==> config.mk <==
export PLATFORM = sky130hd
export DESIGN_NAME = status_led_phase_breather
export DESIGN_NICKNAME = d
export VERILOG_FILES = /design/src/hw/rtl/slpb_pkg.sv /design/src/hw/rtl/slpb_div.sv /design/src/hw/rtl/slpb_mul.sv /design/src/hw/rtl/status_led_phase_breather.sv
export VERILOG_INCLUDE_DIRS = /design/src /design/src/hw/rtl
export SDC_FILE = /design/constraint.sdc
export NUM_CORES = 1
export LEC_CHECK = 0
export ABC_AREA = 1
export BUFFER_PORTS_ARGS = -buffer_cell sky130_fd_sc_hd__buf_2
export CORE_MARGIN = 2
export CORE_UTILIZATION = 59
export DETAILED_ROUTE_END_ITERATION = 16
export GPL_TIMING_DRIVEN = 1
export PLACE_DENSITY_LB_ADDON = 0.15
export RECOVER_POWER = 50
export SLEW_MARGIN = 20
export SYNTH_ARGS = -nofsm -noshare
export SYNTH_HDL_FRONTEND = slang
export SYNTH_SLANG_ARGS = --single-unit
==> constraint.sdc <==
create_clock -name clk -period 6.1 [get_ports clk]
set_clock_uncertainty 0.2 [all_clocks]
set_input_delay 1.22 -clock clk [delete_from_list [all_inputs] [get_ports clk]]
set_output_delay 1.22 -clock clk [all_outputs]
set_load 0.1 [all_outputs]
==> src/hw/rtl/assert_macros.svh <==
// Assertion macros shared by the status LED breather RTL.
`ifndef ASSERT_MACROS_SVH
`define ASSERT_MACROS_SVH

`ifndef SYNTH
// Check that a property holds at every clock edge outside reset
`define SLPB_ASSERT(label, clk, rst, prop) \
  label: assert property (@(posedge clk) disable iff (rst) prop) \
    else $error("slpb assertion failed");
// Check that a condition never occurs outside reset
`define SLPB_NEVER(label, clk, rst, expr) \
  label: assert property (@(posedge clk) disable iff (rst) !(expr)) \
    else $error("slpb forbidden condition seen");
`else
`define SLPB_ASSERT(label, clk, rst, prop)
`define SLPB_NEVER(label, clk, rst, expr)
`endif

`endif

==> src/hw/rtl/slpb_pkg.sv <==
// Shared types, codes and helpers of the status LED breather.
`default_nettype none

package slpb_pkg;

  // Phase codes
  localparam logic [2:0] PHASE_IDLE      = 3'd0;
  localparam logic [2:0] PHASE_LISTENING = 3'd1;
  localparam logic [2:0] PHASE_DONE      = 3'd2;
  localparam logic [2:0] PHASE_FAILED    = 3'd3;

  // Configuration register indexes
  localparam logic [2:0] CFG_FULL_LEVEL     = 3'd0;
  localparam logic [2:0] CFG_FLOOR_LEVEL    = 3'd1;
  localparam logic [2:0] CFG_LISTEN_FLASH   = 3'd2;
  localparam logic [2:0] CFG_RESULT_FLASH   = 3'd3;
  localparam logic [2:0] CFG_BREATHE_PERIOD = 3'd4;

  // Register reset values
  localparam logic [7:0]  FULL_LEVEL_RST     = 8'd255;
  localparam logic [7:0]  FLOOR_LEVEL_RST    = 8'd16;
  localparam logic [15:0] LISTEN_FLASH_RST   = 16'd150;
  localparam logic [15:0] RESULT_FLASH_RST   = 16'd1000;
  localparam logic [15:0] BREATHE_PERIOD_RST = 16'd2000;

  localparam logic [7:0]  LEVEL_MAX  = 8'd255;
  localparam logic [15:0] PERIOD_MIN = 16'd2;

  // Serial divider width: dividend bits, one per step
  localparam int unsigned DIV_STEPS = 32;

  typedef enum logic [2:0] {
    ST_IDLE,
    ST_EVAL,
    ST_MOD,
    ST_MUL,
    ST_DIV,
    ST_EMIT
  } state_t;

  // Divide an 8-bit level by three through a reciprocal multiply
  function automatic logic [7:0] div3(input logic [7:0] lvl);
    logic [16:0] prod;
    prod = {9'd0, lvl} * 17'd171;
    return prod[16:9];
  endfunction

endpackage

`default_nettype wire

==> src/hw/rtl/slpb_div.sv <==
// Bit-serial restoring divider, 32-bit dividend by 16-bit divisor.
`default_nettype none
`include "assert_macros.svh"

module slpb_div (
  input  wire logic        clk,
  input  wire logic        rst,
  input  wire logic        start,
  input  wire logic [31:0] dividend,
  input  wire logic [15:0] divisor,
  output logic             busy,
  output logic             done,
  output logic [31:0]      quotient,
  output logic [15:0]      remainder
);

  logic [4:0]  cnt;
  logic [15:0] dsr;
  logic [16:0] trial;
  logic [16:0] diff;

  // Shift one dividend bit into the partial remainder and try the subtract
  assign trial = {remainder, quotient[31]};
  assign diff  = trial - {1'b0, dsr};

  // Sequence the steps
  always_ff @(posedge clk) begin
    if (rst) begin
      busy <= 1'b0;
      done <= 1'b0;
      cnt  <= '0;
    end else begin
      done <= 1'b0;
      if (start) begin
        busy <= 1'b1;
        cnt  <= '0;
      end else if (busy) begin
        cnt <= cnt + 5'd1;
        if (cnt == 5'(slpb_pkg::DIV_STEPS - 1)) begin
          busy <= 1'b0;
          done <= 1'b1;
        end
      end
    end
  end

  // Advance quotient and remainder one bit a cycle
  always_ff @(posedge clk) begin
    if (start) begin
      quotient  <= dividend;
      remainder <= '0;
      dsr       <= divisor;
    end else if (busy) begin
      if (!diff[16]) begin
        remainder <= diff[15:0];
        quotient  <= {quotient[30:0], 1'b1};
      end else begin
        remainder <= trial[15:0];
        quotient  <= {quotient[30:0], 1'b0};
      end
    end
  end

  `SLPB_ASSERT(a_div_start_busy, clk, rst, start |=> busy)
  `SLPB_ASSERT(a_div_fell_done, clk, rst, $fell(busy) |-> done)
  `SLPB_NEVER(a_div_done_while_busy, clk, rst, done && busy)

endmodule

`default_nettype wire

==> src/hw/rtl/slpb_mul.sv <==
// Bit-serial shift-and-add multiplier, 8-bit by 16-bit.
`default_nettype none

module slpb_mul (
  input  wire logic        clk,
  input  wire logic        rst,
  input  wire logic        start,
  input  wire logic [7:0]  mcand_a,
  input  wire logic [15:0] mcand_b,
  output logic             done,
  output logic [23:0]      product
);

  logic        busy;
  logic [2:0]  cnt;
  logic [7:0]  abits;
  logic [15:0] bval;

  // Sequence eight steps
  always_ff @(posedge clk) begin
    if (rst) begin
      busy <= 1'b0;
      done <= 1'b0;
      cnt  <= '0;
    end else begin
      done <= 1'b0;
      if (start) begin
        busy <= 1'b1;
        cnt  <= '0;
      end else if (busy) begin
        cnt <= cnt + 3'd1;
        if (cnt == 3'd7) begin
          busy <= 1'b0;
          done <= 1'b1;
        end
      end
    end
  end

  // Take one multiplier bit a cycle, most significant first
  always_ff @(posedge clk) begin
    if (start) begin
      abits   <= mcand_a;
      bval    <= mcand_b;
      product <= '0;
    end else if (busy) begin
      abits   <= {abits[6:0], 1'b0};
      product <= {product[22:0], 1'b0} + (abits[7] ? {8'd0, bval} : 24'd0);
    end
  end

endmodule

`default_nettype wire

==> src/hw/rtl/status_led_phase_breather.sv <==
// Top level of the status LED breather: registers, sequencer and output stage.
`default_nettype none
`include "assert_macros.svh"

// Drives an RGB status LED from phase changes and periodic updates. A follow
// item (tuser 0) that changes the phase gives its result via EVAL and EMIT,
// once the output is free. An update item while breathing gives a result if
// its level changes, after two passes of the 32-step bit-serial divider
// (elapsed time modulo period, then the scaled level) and the 8-step serial
// multiplier. One item is worked on at a time; a finished result sits in the
// output register while the next item is taken.
// Configuration is taken on any cycle and should be written while idle.
module status_led_phase_breather (
  input  wire logic        clk,
  input  wire logic        rst,
  input  wire logic        s_tvalid,
  output logic             s_tready,
  input  wire logic [39:0] s_tdata,   // phase[2:0], now_ms[34:3], zero pad
  input  wire logic [0:0]  s_tuser,   // action[0]
  output logic             m_tvalid,
  input  wire logic        m_tready,
  output logic [23:0]      m_tdata,   // red[7:0], green[15:8], blue[23:16]
  input  wire logic        cfg_valid,
  output logic             cfg_ready,
  input  wire logic [2:0]  cfg_index,
  input  wire logic [15:0] cfg_data
);

  slpb_pkg::state_t state, state_next;

  logic [7:0]  full_level;
  logic [7:0]  floor_level;
  logic [15:0] listen_flash_ms;
  logic [15:0] result_flash_ms;
  logic [15:0] breathe_period_ms;

  logic [2:0]  cur_phase;
  logic [31:0] flash_deadline;
  logic [31:0] breathe_start;
  logic [7:0]  last_level;

  logic        in_action;
  logic [2:0]  in_phase;
  logic [31:0] in_now;
  logic [23:0] res;

  logic        div_start, div_busy, div_done;
  logic [31:0] div_dividend, div_quo;
  logic [15:0] div_divisor, div_rem;
  logic        mul_start, mul_done;
  logic [23:0] mul_prod;

  logic [15:0] period;
  logic [14:0] half;
  logic [15:0] rise;
  logic [7:0]  diff;
  logic [7:0]  level;
  logic [31:0] due_diff;
  logic        flash_on;
  logic        flash_wait;
  logic        out_free;
  logic        div_pass;

  // Derive the breathing terms
  assign period   = (breathe_period_ms < slpb_pkg::PERIOD_MIN) ? slpb_pkg::PERIOD_MIN
                                                               : breathe_period_ms;
  assign half     = period[15:1];
  assign rise     = (div_rem < {1'b0, half}) ? div_rem : period - div_rem;
  assign diff     = (full_level > floor_level) ? full_level - floor_level : 8'd0;
  assign level    = floor_level + div_quo[7:0];
  assign due_diff = in_now - flash_deadline;
  assign flash_on   = (flash_deadline != 32'd0);
  assign flash_wait = flash_on && due_diff[31];
  assign out_free   = !m_tvalid || m_tready;
  assign div_pass   = (state == slpb_pkg::ST_MOD) || (state == slpb_pkg::ST_DIV);

  // Share the divider between the modulo and the level scaling
  assign div_dividend = (state == slpb_pkg::ST_EVAL) ? in_now - breathe_start
                                                     : {8'd0, mul_prod};
  assign div_divisor  = (state == slpb_pkg::ST_EVAL) ? period : {1'b0, half};

  slpb_div u_div (
    .clk       (clk),
    .rst       (rst),
    .start     (div_start),
    .dividend  (div_dividend),
    .divisor   (div_divisor),
    .busy      (div_busy),
    .done      (div_done),
    .quotient  (div_quo),
    .remainder (div_rem)
  );

  slpb_mul u_mul (
    .clk     (clk),
    .rst     (rst),
    .start   (mul_start),
    .mcand_a (diff),
    .mcand_b (rise),
    .done    (mul_done),
    .product (mul_prod)
  );

  // Hold configuration registers
  assign cfg_ready = 1'b1;

  always_ff @(posedge clk) begin
    if (rst) begin
      full_level        <= slpb_pkg::FULL_LEVEL_RST;
      floor_level       <= slpb_pkg::FLOOR_LEVEL_RST;
      listen_flash_ms   <= slpb_pkg::LISTEN_FLASH_RST;
      result_flash_ms   <= slpb_pkg::RESULT_FLASH_RST;
      breathe_period_ms <= slpb_pkg::BREATHE_PERIOD_RST;
    end else if (cfg_valid && cfg_ready) begin
      unique case (cfg_index)
        slpb_pkg::CFG_FULL_LEVEL:     full_level        <= cfg_data[7:0];
        slpb_pkg::CFG_FLOOR_LEVEL:    floor_level       <= cfg_data[7:0];
        slpb_pkg::CFG_LISTEN_FLASH:   listen_flash_ms   <= cfg_data;
        slpb_pkg::CFG_RESULT_FLASH:   result_flash_ms   <= cfg_data;
        slpb_pkg::CFG_BREATHE_PERIOD: breathe_period_ms <= cfg_data;
        default: ;
      endcase
    end
  end

  // State register
  always_ff @(posedge clk) begin
    if (rst) begin
      state <= slpb_pkg::ST_IDLE;
    end else begin
      state <= state_next;
    end
  end

  // Next state and unit launches
  always_comb begin
    state_next = state;
    s_tready   = 1'b0;
    div_start  = 1'b0;
    mul_start  = 1'b0;
    unique case (state)
      slpb_pkg::ST_IDLE: begin
        s_tready = 1'b1;
        if (s_tvalid) state_next = slpb_pkg::ST_EVAL;
      end
      slpb_pkg::ST_EVAL: begin
        if (!in_action) begin
          state_next = (in_phase == cur_phase) ? slpb_pkg::ST_IDLE : slpb_pkg::ST_EMIT;
        end else if (flash_wait) begin
          state_next = slpb_pkg::ST_IDLE;
        end else if (flash_on && cur_phase != slpb_pkg::PHASE_LISTENING) begin
          state_next = slpb_pkg::ST_EMIT;
        end else if (cur_phase != slpb_pkg::PHASE_LISTENING) begin
          state_next = slpb_pkg::ST_IDLE;
        end else begin
          div_start  = 1'b1;
          state_next = slpb_pkg::ST_MOD;
        end
      end
      slpb_pkg::ST_MOD: begin
        if (div_done) begin
          mul_start  = 1'b1;
          state_next = slpb_pkg::ST_MUL;
        end
      end
      slpb_pkg::ST_MUL: begin
        if (mul_done) begin
          div_start  = 1'b1;
          state_next = slpb_pkg::ST_DIV;
        end
      end
      slpb_pkg::ST_DIV: begin
        if (div_done) begin
          state_next = (level == last_level) ? slpb_pkg::ST_IDLE : slpb_pkg::ST_EMIT;
        end
      end
      slpb_pkg::ST_EMIT: begin
        if (out_free) state_next = slpb_pkg::ST_IDLE;
      end
      default: state_next = slpb_pkg::ST_IDLE;
    endcase
  end

  // Capture the accepted transaction
  always_ff @(posedge clk) begin
    if (s_tvalid && s_tready) begin
      in_action <= s_tuser[0];
      in_phase  <= s_tdata[2:0];
      in_now    <= s_tdata[34:3];
    end
  end

  // Update LED state and stage the result
  always_ff @(posedge clk) begin
    if (rst) begin
      cur_phase      <= slpb_pkg::PHASE_IDLE;
      flash_deadline <= '0;
      breathe_start  <= '0;
      last_level     <= slpb_pkg::LEVEL_MAX;
    end else begin
      if (state == slpb_pkg::ST_EVAL) begin
        if (!in_action) begin
          if (in_phase != cur_phase) begin
            cur_phase <= in_phase;
            if (in_phase == slpb_pkg::PHASE_LISTENING) begin
              flash_deadline <= in_now + {16'd0, listen_flash_ms};
              breathe_start  <= in_now;
              last_level     <= slpb_pkg::LEVEL_MAX;
              res            <= {full_level, full_level, full_level};
            end else if (cur_phase == slpb_pkg::PHASE_LISTENING &&
                         in_phase == slpb_pkg::PHASE_DONE) begin
              flash_deadline <= in_now + {16'd0, result_flash_ms};
              res            <= {8'd0, full_level, 8'd0};
            end else if (cur_phase == slpb_pkg::PHASE_LISTENING &&
                         in_phase == slpb_pkg::PHASE_FAILED) begin
              flash_deadline <= in_now + {16'd0, result_flash_ms};
              res            <= {8'd0, 8'd0, full_level};
            end else begin
              res <= '0;
            end
          end
        end else if (flash_on && !flash_wait) begin
          // Flash is due: drop it and blank the LED unless breathing follows
          flash_deadline <= '0;
          res            <= '0;
        end
      end
      if (state == slpb_pkg::ST_DIV && div_done && level != last_level) begin
        last_level <= level;
        res        <= {level, slpb_pkg::div3(level), 8'd0};
      end
    end
  end

  // Output register
  always_ff @(posedge clk) begin
    if (rst) begin
      m_tvalid <= 1'b0;
    end else if (state == slpb_pkg::ST_EMIT && out_free) begin
      m_tvalid <= 1'b1;
    end else if (m_tready) begin
      m_tvalid <= 1'b0;
    end
  end

  always_ff @(posedge clk) begin
    if (state == slpb_pkg::ST_EMIT && out_free) begin
      m_tdata <= res;
    end
  end

  `SLPB_ASSERT(a_accept_to_eval, clk, rst, (s_tvalid && s_tready) |=> (state == slpb_pkg::ST_EVAL))
  `SLPB_ASSERT(a_load_from_emit, clk, rst, $rose(m_tvalid) |-> ($past(state) == slpb_pkg::ST_EMIT))
  `SLPB_ASSERT(a_div_done_state, clk, rst, div_done |-> div_pass)
  `SLPB_NEVER(a_div_start_idle, clk, rst, div_start && div_busy)

endmodule

`default_nettype wire
==> results.md <==
- #FFs+latches synth: 351
- I/O Buffers: 85
- Non-filler instance count after layout: 3,532
- Combinational family with the most area after synthesis: simple AND/OR/NAND/NOR gates
- Vias: 19,700
- RD Place Congestion: 0.910
- 1st-iter DRT viols: 1,269
- Clock transition at path regs: 0.06 ns
- Placed instance count: 3,460
- Failing checks: capacitance limit, slew limit
- Hold WC Path Type: flip-flop to flip-flop
- NetSw: 3860 µW
- Setup TNS: 0 ns
- Crit-path max cell delay: 1.72 ns
- Simple-gate portion of the synthesized area: 23.4%
- Synth Flop Type: dfxtp_1
- Xor and xnor area share after synthesis: 3.51%
- Critical path's slowest cell: clkbuf_1
- Critical path startpoint category: input pin
- Skew-Pair Late Insertion Delay: 0.56 ns
- CTS tree: built
- Fillers: 3,407
- Total track usage: 30.7%
- Worst ir drop on vdd: 0.000268 V
- Antenna violations before repair: 0
- Final Hold Vio Count: 0
- Internal Power: 5650 µW
- # hold bufs at CTS: 0
- Area grow syn2layout: 9.16%
- # clock sinks: 351
- Root Driver: clkbuf_16
- Setup bufs post-CTS: 0
- H-tree Lvls: 2
- Total power: 9510 µW
- Sequential power share: 32.7%
- Measured slew at the worst slew-check pin: 2.45 ns
- Die Width: 199 µm
- Drt drc: 0
- Critical path arrival: 5.63 ns
- Post-synthesis compound-gate area fraction: 13.7%
- # setup viols final: 0
- Seq/Total Area, Yosys: 38.3%
- LEAKAGE: 0.0109 µW
- Cell area power density: 389 nW/µm²
- First-pass GRT wire length: 95,700 µm
- EDFF count, synth: 156
- Routed WL: 60,100 µm
- Crit path required time: 6.29 ns
- Vias in the first global route: 18,800
- Setup WS post-layout: 0.666 ns
- Post-Syn Instances: 2,948
- FMAX: 184 MHz
- Synthesized net count: 3,229
- Pre-CTS WS: 0.719 ns
- HPWL after DPL: 46,100 µm
- Post-synthesis adder-cell area fraction: 12.7%
- Vias per cell: 5.58
- Post-synthesis async set-or-reset flop share: 0%
- Crit path max-delay family: buffers and inverters
- Avg Cell Area, Syn: 7.60 µm²
- Netlist cell types: 59
- Maximum clock path buffer count: 3
- Cts repair resizes: 0
- Clock share of power: 26.2%
- Die Ht: 199 µm
- Number of CTS-inserted buffers: 40
- CP Capture Type: flip-flop
- CP Cell Sequence: buf_2 > clkbuf_1 > inv_1 > buf_4 > o21ai_0 > a21oi_1
- Synthesized cell area: 22,400 µm²
- Maxcap violations: 5
- Initial core utilization: 59.8%
- I/O pin cnt: 92
- Setup CP Type: input pin to flip-flop
- Die area: 39,500 µm²
- Routed WL per cell: 17.0 µm
- Synth warn: 0
- Layout cells sized above 1: 5.69%
- Pins Over Slew Limit: 219
- Nets: 3,272
- Critical path buffers and inverters: 4
- Multiplexer share of the synthesized area: 0%
- Drt first pass iters: 7
- RSZ-0062 raised after global routing: false
- Min Tclk post-route: 5.43 ns
- Largest net degree at the start of global routing: 67
- Antenna cells: 0
- Worst slew margin: -63.5%
- # rows: 71
- GRT overflow: 0
- Combinational power share: 41.1%
- Crit path max fanout: 60
- Final period util: 89.1%
- Core outline area: 37,500 µm²
- Status: complete, but fails checks
- Switching Share: 40.6%
- Routed Antenna Nets: 0
==> per-layer routing <==
metal | up-vias | GRT usage [%] | share of wire, %
met5 | - | 0 | 0
met4 | 0 | 11.8 | 3.5
met3 | 122 | 4.66 | 5.8
met2 | 506 | 51.4 | 47
met1 | 9237 | 40.1 | 44
li1 | 9861 | - | -
==> power groups by stage <==
stage	Sequential [µW]	Clock (µW)	Combinational, µW
after floorplan	3080	0	2890
after global placement	3140	0	3740
after detailed placement	3150	0	3830
after CTS	3100	2530	3860
after global routing	3130	2620	4420
final	3110	2490	3900
==> worst paths after layout <==
| kind | endpoint | slack (ns) | cells after the start | from |
|---|---|---|---|---|
| worst max-delay path | result_flash_ms[4] | 0.67 | 6 | rst |
| worst min register to register | m_tdata[20] | 0.22 | 0 | res[20] |
| worst min-delay path | m_tdata[20] | 0.22 | 0 | res[20] |
| worst max register to register | res[10] | 0.69 | 18 | u_div.quotient[0] |
==> state kept, by name, indices dropped and copies added (netlist names), 24 cells and up <==
name / cells
breathe_start: 32
flash_deadline: 32
in_now: 32
m_tdata: 24
res: 24
u_div.quotient: 32
u_mul.product: 24
==> Yosys cell counts, types with 10 or more instances <==
master / instances / area [µm²]
nand2_1: 736 / 2760
a21o_1: 11 / 82.6
o21bai_1: 11 / 82.6
dfxtp_1: 195 / 3900
nor3_1: 26 / 130
xor2_1: 52 / 455
inv_1: 374 / 1400
o21ai_1: 21 / 105
o22ai_1: 12 / 75.1
buf_2: 24 / 120
nand4_1: 49 / 307
o21ai_0: 190 / 951
a21oi_1: 261 / 1310
nand3b_1: 11 / 82.6
o211ai_1: 19 / 143
nand3_2: 10 / 100
nor2_1: 228 / 856
edfxtp_1: 156 / 4680
fa_1: 19 / 380
ha_1: 197 / 2460
nand3_1: 155 / 776
nand2_2: 10 / 62.6
clkbuf_1: 61 / 229
xnor2_1: 36 / 315
==> cells by family after synthesis <==
logic type                 count (synthesis)
and+or+nand+nor                         1248
AOI/OAI and AO/OA                        566
buffers and inverters                    477
DFF                                      351
adders and majority gates                216
xor gates and xnor gates                  89
other                                      1
==> per-stage QoR <==
step | area (µm²) | util (%) | hold slack (ns)
3_3_place_gp | 23100 | 61.8 | 0.202
3_5_place_dp | 23100 | 61.8 | 0.205
4_1_cts | 24500 | 65.4 | 0.219
6_report | 24500 | 65.2 | 0.218
5_1_grt | 24500 | 65.2 | 0.230
2_1_floorplan | 22400 | - | 0.200
==> layout by cell type, fill, tap and decap left out, drive strengths merged, types with 3 or more instances in the layout <==
cell type	instances
nand3b	11
clkbuf	82
o31ai	3
nor2	231
a211oi	6
a21o	11
dfxtp	195
nand2	746
xor2	53
a21oi	262
bufinv	5
o22ai	12
inv	377
clkinv	16
buf	69
o21ai	214
xnor2	36
ha	197
fa	19
o21a	4
or2	10
o221ai	5
nand3	166
a31oi	9
a21boi	3
edfxtp	156
nand4	50
o21bai	11
o211ai	19
nor3	27
nor4	4
==> final cells by class <==
| cell class | instances | area [µm²] | area share (%) |
|---|---|---|---|
| Clock buffer | 52 | 1130 | 4.63 |
| Clock inverter | 20 | 229 | 0.936 |
| Inverter | 379 | 1420 | 5.82 |
| Multi-Input combinational cell | 2120 | 12000 | 48.9 |
| Sequential cell | 351 | 8590 | 35.1 |
| Tap cell | 511 | 639 | 2.61 |
| Timing Repair Buffer | 99 | 483 | 1.97 |
==> worst register-to-register path, delay by kind of cell (launching register included) <==
kind,cells,cell delay [ns]
xor+xnor,2,0.67
compound gates,6,0.95
simple gates,1,0.06
fa+ha+maj,7,2.71
buf+inv,2,0.13
flops,1,0.42
(Power assumes the default switching activity.)
